<file path="src/rtl/rqfs_pkg.sv">
// ----------------------------------------------------------------------------
// rqfs_pkg: shared types and codes of the request queue
// Holds the request entry layout, the per-cycle cell control and the
// result status codes.
// ----------------------------------------------------------------------------
package rqfs_pkg;

  localparam int unsigned SizeW   = 31;
  localparam int unsigned HandleW = 16;
  localparam int unsigned NameW   = 32;
  localparam int unsigned OccW    = 5;
  localparam int unsigned CapW    = 5;
  localparam int unsigned CfgIdxW = 1;
  localparam int unsigned CfgW    = 5;

  typedef enum logic [0:0] {
    CMD_INSERT = 1'b0,
    CMD_REMOVE = 1'b1
  } cmd_e;

  typedef enum logic [1:0] {
    ST_DONE  = 2'd0,
    ST_FULL  = 2'd1,
    ST_EMPTY = 2'd2
  } status_e;

  typedef enum logic [CfgIdxW-1:0] {
    REG_POLICY   = 1'b0,
    REG_CAPACITY = 1'b1
  } cfg_reg_e;

  typedef struct packed {
    logic [SizeW-1:0]   size;
    logic [HandleW-1:0] handle;
    logic [NameW-1:0]   name;
  } entry_t;

  // Broadcast to every cell in the cycle an item is accepted.
  typedef struct packed {
    logic   insert;
    logic   remove;
    logic   smallest_first;
    entry_t req;
  } cell_ctrl_t;

endpackage

</file>
<file path="src/rtl/rqfs_cell.sv">
// ----------------------------------------------------------------------------
// rqfs_cell: one slot of the request queue
// Holds one entry, decides locally whether the new request lands here, and
// shifts toward the tail on insert or toward the head on remove.
// ----------------------------------------------------------------------------
module rqfs_cell (
  input  logic                clk_i,
  input  rqfs_pkg::cell_ctrl_t ctrl_i,
  input  logic                held_i,
  input  logic                found_i,
  input  rqfs_pkg::entry_t    left_i,
  input  rqfs_pkg::entry_t    right_i,
  output logic                found_o,
  output rqfs_pkg::entry_t    entry_o
);
  import rqfs_pkg::*;

  entry_t entry_q, entry_d;
  logic   here;

  // The insert position is the first slot that is empty or, when serving
  // smallest first, holds a strictly larger size.
  assign here    = !held_i || (ctrl_i.smallest_first && (entry_q.size > ctrl_i.req.size));
  assign found_o = found_i || here;

  always_comb begin
    entry_d = entry_q;
    if (ctrl_i.insert) begin
      if (found_i) begin
        entry_d = left_i;
      end else if (here) begin
        entry_d = ctrl_i.req;
      end
    end else if (ctrl_i.remove) begin
      entry_d = right_i;
    end
  end

  always_ff @(posedge clk_i) begin
    entry_q <= entry_d;
  end

  assign entry_o = entry_q;

endmodule

</file>
<file path="src/rtl/request_queue_fifo_or_smallest_first.sv">
// ----------------------------------------------------------------------------
// request_queue_fifo_or_smallest_first: bounded request queue
// Arrival-order or smallest-size-first queue built as a row of slot cells.
// ----------------------------------------------------------------------------
// The result is registered and appears in the cycle after the item is accepted.
// Throughput: one item per cycle; busy stays low, since every cell compares
// and shifts in the same cycle the item is taken.
// The result strobe lasts one cycle and cannot be stalled by the receiver.
// Reset empties the queue, selects arrival order and a capacity of 16.
module request_queue_fifo_or_smallest_first #(
  parameter int unsigned QUEUE_DEPTH = 16
) (
  input  logic                          clk_i,
  input  logic                          rst_ni,
  input  logic                          start,
  output logic                          busy,
  input  logic                          command_i,
  input  logic [rqfs_pkg::SizeW-1:0]    file_size_i,
  input  logic [rqfs_pkg::HandleW-1:0]  conn_handle_i,
  input  logic [rqfs_pkg::NameW-1:0]    name_ref_i,
  output logic                          result_valid_o,
  output logic [1:0]                    status_o,
  output logic [rqfs_pkg::SizeW-1:0]    out_size_o,
  output logic [rqfs_pkg::HandleW-1:0]  out_handle_o,
  output logic [rqfs_pkg::NameW-1:0]    out_name_o,
  output logic [rqfs_pkg::OccW-1:0]     occupancy_o,
  input  logic                          cfg_valid_i,
  output logic                          cfg_ready_o,
  input  logic [rqfs_pkg::CfgIdxW-1:0]  cfg_index_i,
  input  logic [rqfs_pkg::CfgW-1:0]     cfg_data_i
);
  import rqfs_pkg::*;

  localparam int unsigned CntW = $clog2(QUEUE_DEPTH + 1);
  localparam int unsigned CmpW = (CntW > CapW) ? CntW : CapW;
  localparam int unsigned WideW = (CmpW > OccW) ? CmpW : OccW;

  logic            policy_q;
  logic [CapW-1:0] capacity_q;
  logic [CntW-1:0] count_q, count_d;

  logic            accept;
  logic [CmpW-1:0] limit;
  logic [CmpW-1:0] count_ext;
  logic            full;
  logic            empty;
  cell_ctrl_t      ctrl;
  entry_t          req;

  entry_t          cell_entry [QUEUE_DEPTH];
  logic            found      [QUEUE_DEPTH+1];

  logic [1:0]       status_d;
  entry_t           head_d;
  logic [WideW-1:0] occ_wide;

  status_e          status_q;
  entry_t           head_q;
  logic [OccW-1:0]  occ_q;
  logic             valid_q;

  assign busy        = 1'b0;
  assign cfg_ready_o = 1'b1;
  assign accept      = start && !busy;

  // Configuration registers.
  always_ff @(posedge clk_i or negedge rst_ni) begin
    if (!rst_ni) begin
      policy_q   <= 1'b0;
      capacity_q <= CapW'(16);
    end else if (cfg_valid_i && cfg_ready_o) begin
      unique case (cfg_reg_e'(cfg_index_i))
        REG_POLICY:   policy_q   <= cfg_data_i[0];
        REG_CAPACITY: capacity_q <= cfg_data_i[CapW-1:0];
        default:      ;
      endcase
    end
  end

  assign count_ext = CmpW'(count_q);
  assign limit     = (CmpW'(capacity_q) > CmpW'(QUEUE_DEPTH)) ? CmpW'(QUEUE_DEPTH)
                                                              : CmpW'(capacity_q);
  assign full      = count_ext >= limit;
  assign empty     = (count_q == '0);

  assign req.size   = file_size_i;
  assign req.handle = conn_handle_i;
  assign req.name   = name_ref_i;

  assign ctrl.insert         = accept && (cmd_e'(command_i) == CMD_INSERT) && !full;
  assign ctrl.remove         = accept && (cmd_e'(command_i) == CMD_REMOVE) && !empty;
  assign ctrl.smallest_first = policy_q;
  assign ctrl.req            = req;

  assign found[0] = 1'b0;

  for (genvar i = 0; i < QUEUE_DEPTH; i++) begin : g_cell
    entry_t left_e, right_e;
    if (i == 0) begin : g_first
      assign left_e = req;
    end else begin : g_mid_l
      assign left_e = cell_entry[i-1];
    end
    if (i == QUEUE_DEPTH - 1) begin : g_last
      assign right_e = req;
    end else begin : g_mid_r
      assign right_e = cell_entry[i+1];
    end

    rqfs_cell u_cell (
      .clk_i   (clk_i),
      .ctrl_i  (ctrl),
      .held_i  (count_q > CntW'(i)),
      .found_i (found[i]),
      .left_i  (left_e),
      .right_i (right_e),
      .found_o (found[i+1]),
      .entry_o (cell_entry[i])
    );
  end

  always_comb begin
    count_d  = count_q;
    status_d = ST_DONE;
    head_d   = '0;
    if (cmd_e'(command_i) == CMD_INSERT) begin
      if (full) begin
        status_d = ST_FULL;
      end else begin
        count_d = count_q + CntW'(1);
      end
    end else begin
      if (empty) begin
        status_d = ST_EMPTY;
      end else begin
        count_d = count_q - CntW'(1);
        head_d  = cell_entry[0];
      end
    end
  end

  assign occ_wide = WideW'(count_d);

  always_ff @(posedge clk_i or negedge rst_ni) begin
    if (!rst_ni) begin
      count_q <= '0;
      valid_q <= 1'b0;
    end else begin
      valid_q <= accept;
      if (accept) begin
        count_q <= count_d;
      end
    end
  end

  always_ff @(posedge clk_i) begin
    if (accept) begin
      status_q <= status_e'(status_d);
      head_q   <= head_d;
      occ_q    <= occ_wide[OccW-1:0];
    end
  end

  assign result_valid_o = valid_q;
  assign status_o       = status_q;
  assign out_size_o     = head_q.size;
  assign out_handle_o   = head_q.handle;
  assign out_name_o     = head_q.name;
  assign occupancy_o    = occ_q;

  // Every accepted item yields one result in the next cycle.
  a_result_follows: assert property (@(posedge clk_i) disable iff (!rst_ni)
    accept |=> result_valid_o)
    else $error("accepted item produced no result");

  // The held count never passes the number of cells.
  a_count_bound: assert property (@(posedge clk_i) disable iff (!rst_ni)
    CmpW'(count_q) <= CmpW'(QUEUE_DEPTH))
    else $error("held count beyond queue depth");

  // An insert at the limit reports full and leaves the count alone.
  a_full_drop: assert property (@(posedge clk_i) disable iff (!rst_ni)
    (accept && (cmd_e'(command_i) == CMD_INSERT) && full)
      |=> (status_o == ST_FULL) && $stable(count_q))
    else $error("insert into full queue not dropped");

  // A remove on an empty queue reports empty and returns no entry.
  a_empty_remove: assert property (@(posedge clk_i) disable iff (!rst_ni)
    (accept && (cmd_e'(command_i) == CMD_REMOVE) && empty)
      |=> (status_o == ST_EMPTY) && (out_size_o == '0) && (count_q == '0))
    else $error("remove on empty queue misreported");

endmodule

</file>
<file path="config.mk">
export PLATFORM = sky130hd
export DESIGN_NAME = request_queue_fifo_or_smallest_first
export DESIGN_NICKNAME = d
export VERILOG_FILES = /design/src/rtl/rqfs_pkg.sv /design/src/rtl/rqfs_cell.sv /design/src/rtl/request_queue_fifo_or_smallest_first.sv
export SDC_FILE = /design/constraint.sdc
export NUM_CORES = 2
export LEC_CHECK = 0
export BUFFER_PORTS_ARGS = -buffer_cell sky130_fd_sc_hd__buf_2
export CAP_MARGIN = 25
export CORE_MARGIN = 2
export CORE_UTILIZATION = 45
export CTS_CLUSTER_SIZE = 16
export DETAILED_ROUTE_END_ITERATION = 8
export SYNTH_ARGS = -nofsm -noshare
export SYNTH_HDL_FRONTEND = slang
export SYNTH_SLANG_ARGS = --single-unit
</file>
<file path="constraint.sdc">
create_clock -name clk_i -period 9.18 [get_ports clk_i]
set_input_delay 0.918 -clock clk_i [delete_from_list [all_inputs] [get_ports clk_i]]
set_output_delay 0.918 -clock clk_i [all_outputs]
set_load 0.01 [all_outputs]
</file>
Word-level counts from Yosys, hierarchy flattened

Cells that the tools add are included.
W data, S select, Z words.

Bitwise operators: 2
Add/sub/neg operators: 2
Mux-type cells: 70
Order comparisons: 34
Eq/ne operators: 16
Reduce and logical (&&, ||, !) cells: 89

Operator list:

| kind                  | count |
|---|---|
| $mux W79              | 63 |
| $gt A31 B31 Y1        | 16 |
| $ne A3 B1 Y1 const B  | 15 |
| $gt A5 B4 Y1 const B  | 8 |
| $reduce_and A2 Y1     | 18 |
| $logic_or A1 B1 Y1    | 30 |
| $gt A5 B3 Y1 const B  | 4 |
| $logic_and A1 B1 Y1   | 20 |
| $mux W5               | 4 |
| $logic_not A1 Y1      | 18 |
| $gt A5 B1 Y1 const B  | 2 |
| $gt A5 B2 Y1 const B  | 2 |
| $add A5 B1 Y5 const B | 1 |
| $ge A5 B5 Y1          | 1 |
| $gt A5 B5 Y1 const B  | 1 |
| $logic_not A5 Y1      | 1 |
| $sub A5 B1 Y5 const B | 1 |
| $mux W2               | 2 |
| $ne A2 B1 Y1 const B  | 1 |
| $not A1 Y1            | 2 |
| $reduce_bool A2 Y1    | 1 |
| $reduce_or A2 Y1      | 1 |
| $mux W1               | 1 |

Output and inout bits: 89
Register bits: 1362
Input bits: 90

Depth between registers and ports, before layout

Word-level depth: 19
Mapped depth: 17
Depth with buffers taken out: 11

Cells and area by module

Synthesis repeated with hierarchy kept, for this count alone.

Cells, all modules: 7713
Area, all modules: 81625.8 µm²

Modules (own cells, without submodules):

| module                               | times used | cells each | area each (µm²) | seq. area each (µm²) |
|---|---|---|---|---|
| rqfs_cell at g_cell[0].u_cell ...    | 12         | 462        | 4838.4          | 2372.3 |
| rqfs_cell at g_cell[6].u_cell ...    | 4          | 462        | 4827.1          | 2372.3 |
| request_queue_fifo_or_smallest_first | 1          | 321        | 4256.6          | 2884.0 |

Worst setup path after synthesis

Ideal clock, no wire load.

Path type: input port to flip-flop
Start point: in file_size_i[29] (netlist name)
End point: reg g_cell[11].u_cell.entry_q, in the netlist g_cell[11].u_cell.entry_o[0] (enable)
Arrival: 7371 ps
Library setup time: 563 ps
Path slack: 1246 ps
Buffers on the path: 5
Cell stages on the path: 15
Path through: inv_1 -> ha_1 -> nand4_1 -> nor4_1 -> a31oi_1 -> a41oi_1 -> nor4_1 -> buf_2 -> and3b_1 -> buf_2 -> and4_1 -> clkbuf_1 -> buf_4 -> buf_2 -> a31oi_1

Longest elaborated chain between the ends: 15
Elaborated cells between the ends (all ways): 48
Those cells by class: order compare: 12; eq/ne: 1; reduce/logical: 35

Ends and longest elaborated chain:

| item                                 | line                                       | RTL |
|---|---|---|
| start, declared                      | request_queue_fifo_or_smallest_first.sv:18 | `input logic [rqfs_pkg::SizeW-1:0] file_size_i,` |
| $gt A31 B31 Y1                       | rqfs_cell.sv:23                            | `assign here = !held_i \|\| (ctrl_i.smallest_first && (entry_q.size > ctrl_i.req.size));` |
| $logic_and A1 B1 Y1                  | rqfs_cell.sv:23                            |  |
| $logic_or A1 B1 Y1                   | rqfs_cell.sv:23                            |  |
| $logic_or A1 B1 Y1 (10 in series)    | rqfs_cell.sv:24                            | `assign found_o = found_i \|\| here;` |
| $ne A3 B1 Y1 (no source line) *      | --                                         |  |
| $reduce_and A2 Y1 (no source line) * | --                                         |  |
| end signal, assigned                 | rqfs_cell.sv:40                            | `entry_q <= entry_d;` |
| end, declared                        | rqfs_cell.sv:18                            | `entry_t entry_q, entry_d;` |

Mark *: on every way between the ends. The rest lies on a longest branch, timed or not.
A chain may end at the register's enable or synchronous reset.

Worst setup path after layout

Start point: in file_size_i[14] (netlist name)
End point: reg g_cell[11].u_cell.entry_q, in the netlist g_cell[11].u_cell.entry_o[39] (enable)

Same word-level chain as after synthesis.

==> impl_metrics.ini <==
[run_status]
status = complete, no violations

[detailed_routing]
vias_per_cell = 6.296
drc = 0
wl_per_cell_um = 28.19
routed_wl_mm = 277.3
vias = 61932
first_pass_iters = 6
antenna_left = 0
drt_iter0_drc = 8031

[worst_setup_path]
path_cells = buf_2 > inv_1 > ha_1 > nand4_1 > or4_1 > a31oi_1 > a41oi_1 > nor4_2 > buf_4 > and3b_1 > and4_4 > a31oi_4 > buf_4
reg2reg_depth = 13
crit_slowest_cell = and4_4
cp_common_cell = buf_4
timing.rr.end = g_cell[14].u_cell.entry_o[30]
reg2reg_slack_ns = 2.85
end_kind = register
cp_num_buf_inv = 4
slowest_delay_ns = 0.82
critPathRequiredTime_ns = 9.61
worstReg2RegStart = count_ext[1]
crit_arrival_ns = 7.16
start_kind = input pin
critPathKind = input pin to register
path_max_fanout = 46
path_delay_family = simple AND/OR/NAND/NOR gates

[cts]
clk_latency_ns = 0.83
clockBufferDepth = 3
ctsResizeCount = 0
postCtsHoldBufs = 1
numCtsBuffers = 159
cts_tree = yes
cts.clk_slew.worst_paths_ns = 0.06
postCtsSetupBuffers = 0
cts.sinks = 1362
clk_root_buffer_cell = clkbuf_16
htreeDepth = 4

[worst_hold_path]
hp-start = cfg_data_i[2]
whs_path_depth = 2
hold_end = capacity_q[2]
min_path_type = input pin to register

[job]
max_cap_violations = 0

[sta]
hold_ws_ns = 0.3354
fmax_mhz = 148.5
fin_crit_ns = 6.734
worst_pin_slew_ns = 1.364
fin_crit_sh_pct = 73.36
slew_violations = 0
hold_violations = 0
tns_ns = 0
setup_viol = 0
fin_ws_ns = 2.446
relSlewSlack_pct = 9.050
rsz0062_at_grt = no
fin_worst_skew_ns = 0.03776

[synth]
yosys-top-cells-area = edfxtp_1 (52%), mux2i_1 (8.3%), ha_1 (8.1%), o21ai_0 (6.8%), nand2_1 (5.7%)
synth_top_area_cell = edfxtp_1
ys.flop_type = edfxtp_1
synth_nets = 8128
synth_cell_types = 74
syn_inst = 7532
synth.cell_area_mm2 = 0.07815
ys_ff_latch = 1362
async_flop_share_pct = 0.8811
synth_top_area_share_pct = 51.87
synth_edf_count = 1350
ys_seq_area_share_pct = 52.26
syn_avg_cell_area_um2 = 10.38
yosys_warnings = 0

[pwr]
p_sw_mw = 11.14
power_density_mw_per_mm2 = 314.7
swShare_pct = 41.10
power_mw = 27.10
p_leak_nw = 33.37
p_int_mw = 15.96
ir_drop_v = 0.0005399
p_comb_share_pct = 39.2
seq_power_share_pct = 37.9
clkPwrFrac_pct = 22.9

[grt]
globalRouteOverflowTotal = 0
grt_pass1_wl_mm = 405.5
grt_pass1_vias = 58532
grt_use_total_pct = 30.83
grt_max_degree = 274
grt_antenna_before_repair = 14

[floorplan]
core_area_mm2 = 0.1721
ios = 179
die_x_um = 420.7
initial_core_util_pct = 45.41
fp-row-count = 152
dieHeight_um = 420.7
design.die.area_mm2 = 0.1770

[cells_and_area]
final_layout_size_suffix_gt1_share_pct = 7.622
final_cells = 9836
finalNetCount = 7981
area_growth_pct = 10.17
fin_util_pct = 50.03
fin_area_mm2 = 0.08610
n_fill_cell = 15637

[placed_design]
pre_cts_ws_ns = 1.833
placed_area_mm2 = 0.08108
place_hpwl_mm = 173.2
port-buffer-count = 176
place_inst = 9532
gp_congestion = 0.9680
Yosys cell counts, drive strengths merged (4+ instances only):
library cell,count
nor2b,14
o211ai,105
nand3b,8
nand3,248
a21o,49
a221oi,12
a22oi,5
nand2,1197
nor3,34
mux2i,651
edfxtp,1350
a2111oi,6
ha,506
clkbuf,461
dfrtp,11
mux2,57
a211o,4
o311ai,4
and4,14
o31ai,5
nor2,388
buf,143
nor4,19
nand2b,16
nand4,96
a31oi,280
inv,62
o21a,11
or3,6
and2,84
a211oi,22
o21ai,1069
a21boi,6
a21oi,478
o221ai,6
o22ai,37
and3,11
or4,9
worst register-to-register path, cell delays in order (launching register included):
cell      delay (ns)
dfrtp_1         0.66
inv_1           0.24
ha_1            0.26
o21ba_2         0.28
a21boi_0        0.35
a211oi_1        0.74
o311ai_0        0.45
o22ai_1         0.26
nand2_1         0.31
nor4_4          0.41
buf_4           0.71
buf_4           1.01
a31oi_1         0.22
a21oi_1         0.23
cells in the final DEF, fill, tap and decap left out, types with 83 or more instances in the layout:
cell / count
edfxtp_1: 1350
nand2_1: 1194
o21ai_0: 1056
mux2i_1: 651
ha_1: 506
a21oi_1: 469
nor2_1: 381
a31oi_1: 275
nand3_1: 248
buf_2: 178
clkbuf_16: 164
o211ai_1: 105
nand4_1: 96
and2_1: 83
buf_4: 83
routing by layer:
layer | wire (um) | vias to the layer above | GRT usage (%)
met4 | 10880 | 2 | 11.32
met3 | 25330 | 541 | 5.616
li1 | - | 27847 | -
met1 | 117600 | 30455 | 43.31
met2 | 123500 | 3087 | 47.55
met5 | 11 | - | 0
how the worst max path moves through the flow:
stage | start | end | slack [ns] | depth (start not counted)
global placement | file_size_i[14] | g_cell[11].u_cell.entry_o[55] | 1.81 | 13
finish | file_size_i[14] | g_cell[11].u_cell.entry_o[39] | 2.45 | 13
detailed placement | file_size_i[14] | g_cell[11].u_cell.entry_o[56] | 1.83 | 13
floorplan | file_size_i[29] | g_cell[11].u_cell.entry_o[0] | 1.25 | 15
global route | file_size_i[14] | g_cell[11].u_cell.entry_o[39] | 2.35 | 13
CTS | file_size_i[14] | g_cell[11].u_cell.entry_o[54] | 2.67 | 13
state kept, by name (all words and copies together), names as in the netlist:
register	count
occupancy_o	5
out_handle_o	16
g_cell.u_cell.entry_o	1264
count_ext	5
result_valid_o	1
out_name_o	32
status_o	2
out_size_o	31
capacity_q	5
policy_q	1
cell type report:
cell class	instances	area (um^2)	share of cell area (%)
Tap cell	2310	2890	3.357
Inverter	63	236.5	0.2746
Multi-Input combinational cell	5503	34930	40.57
Clock buffer	199	4245	4.931
Sequential cell	1362	40840	47.43
Clock inverter	95	719.4	0.8356
Antenna cell	8	20.02	0.02325
Timing Repair Buffer	296	2218	2.576
power by group through the flow:
stage	Sequential [mW]	Combinational, mW	Clock [mW]
3_5_place_dp	10.3	10.4	0
5_1_grt	10.4	11.4	6.54
4_1_cts	10.2	10.4	6.31
6_report	10.3	10.6	6.21
2_1_floorplan	9.97	6.82	0
3_3_place_gp	10.3	10.2	0
cells by family (layout without fill, tap and decap cells):
family | after synthesis | after routing | share of synthesized area [%]
AND/OR/NAND/NOR | 2151 | 2151 | 11.80
flip-flops | 1362 | 1362 | 52.26
multiplexers | 708 | 708 | 9.159
AO/OA/AOI/OAI | 2134 | 2134 | 15.17
XOR/XNOR | 2 | 2 | 0.02242
adder cells (fa/ha/maj) | 506 | 506 | 8.101
buffers and inverters | 667 | 653 | 3.482
other | 2 | 10 | 0.009609
Note: power is estimated with default switching activity, not from simulation.
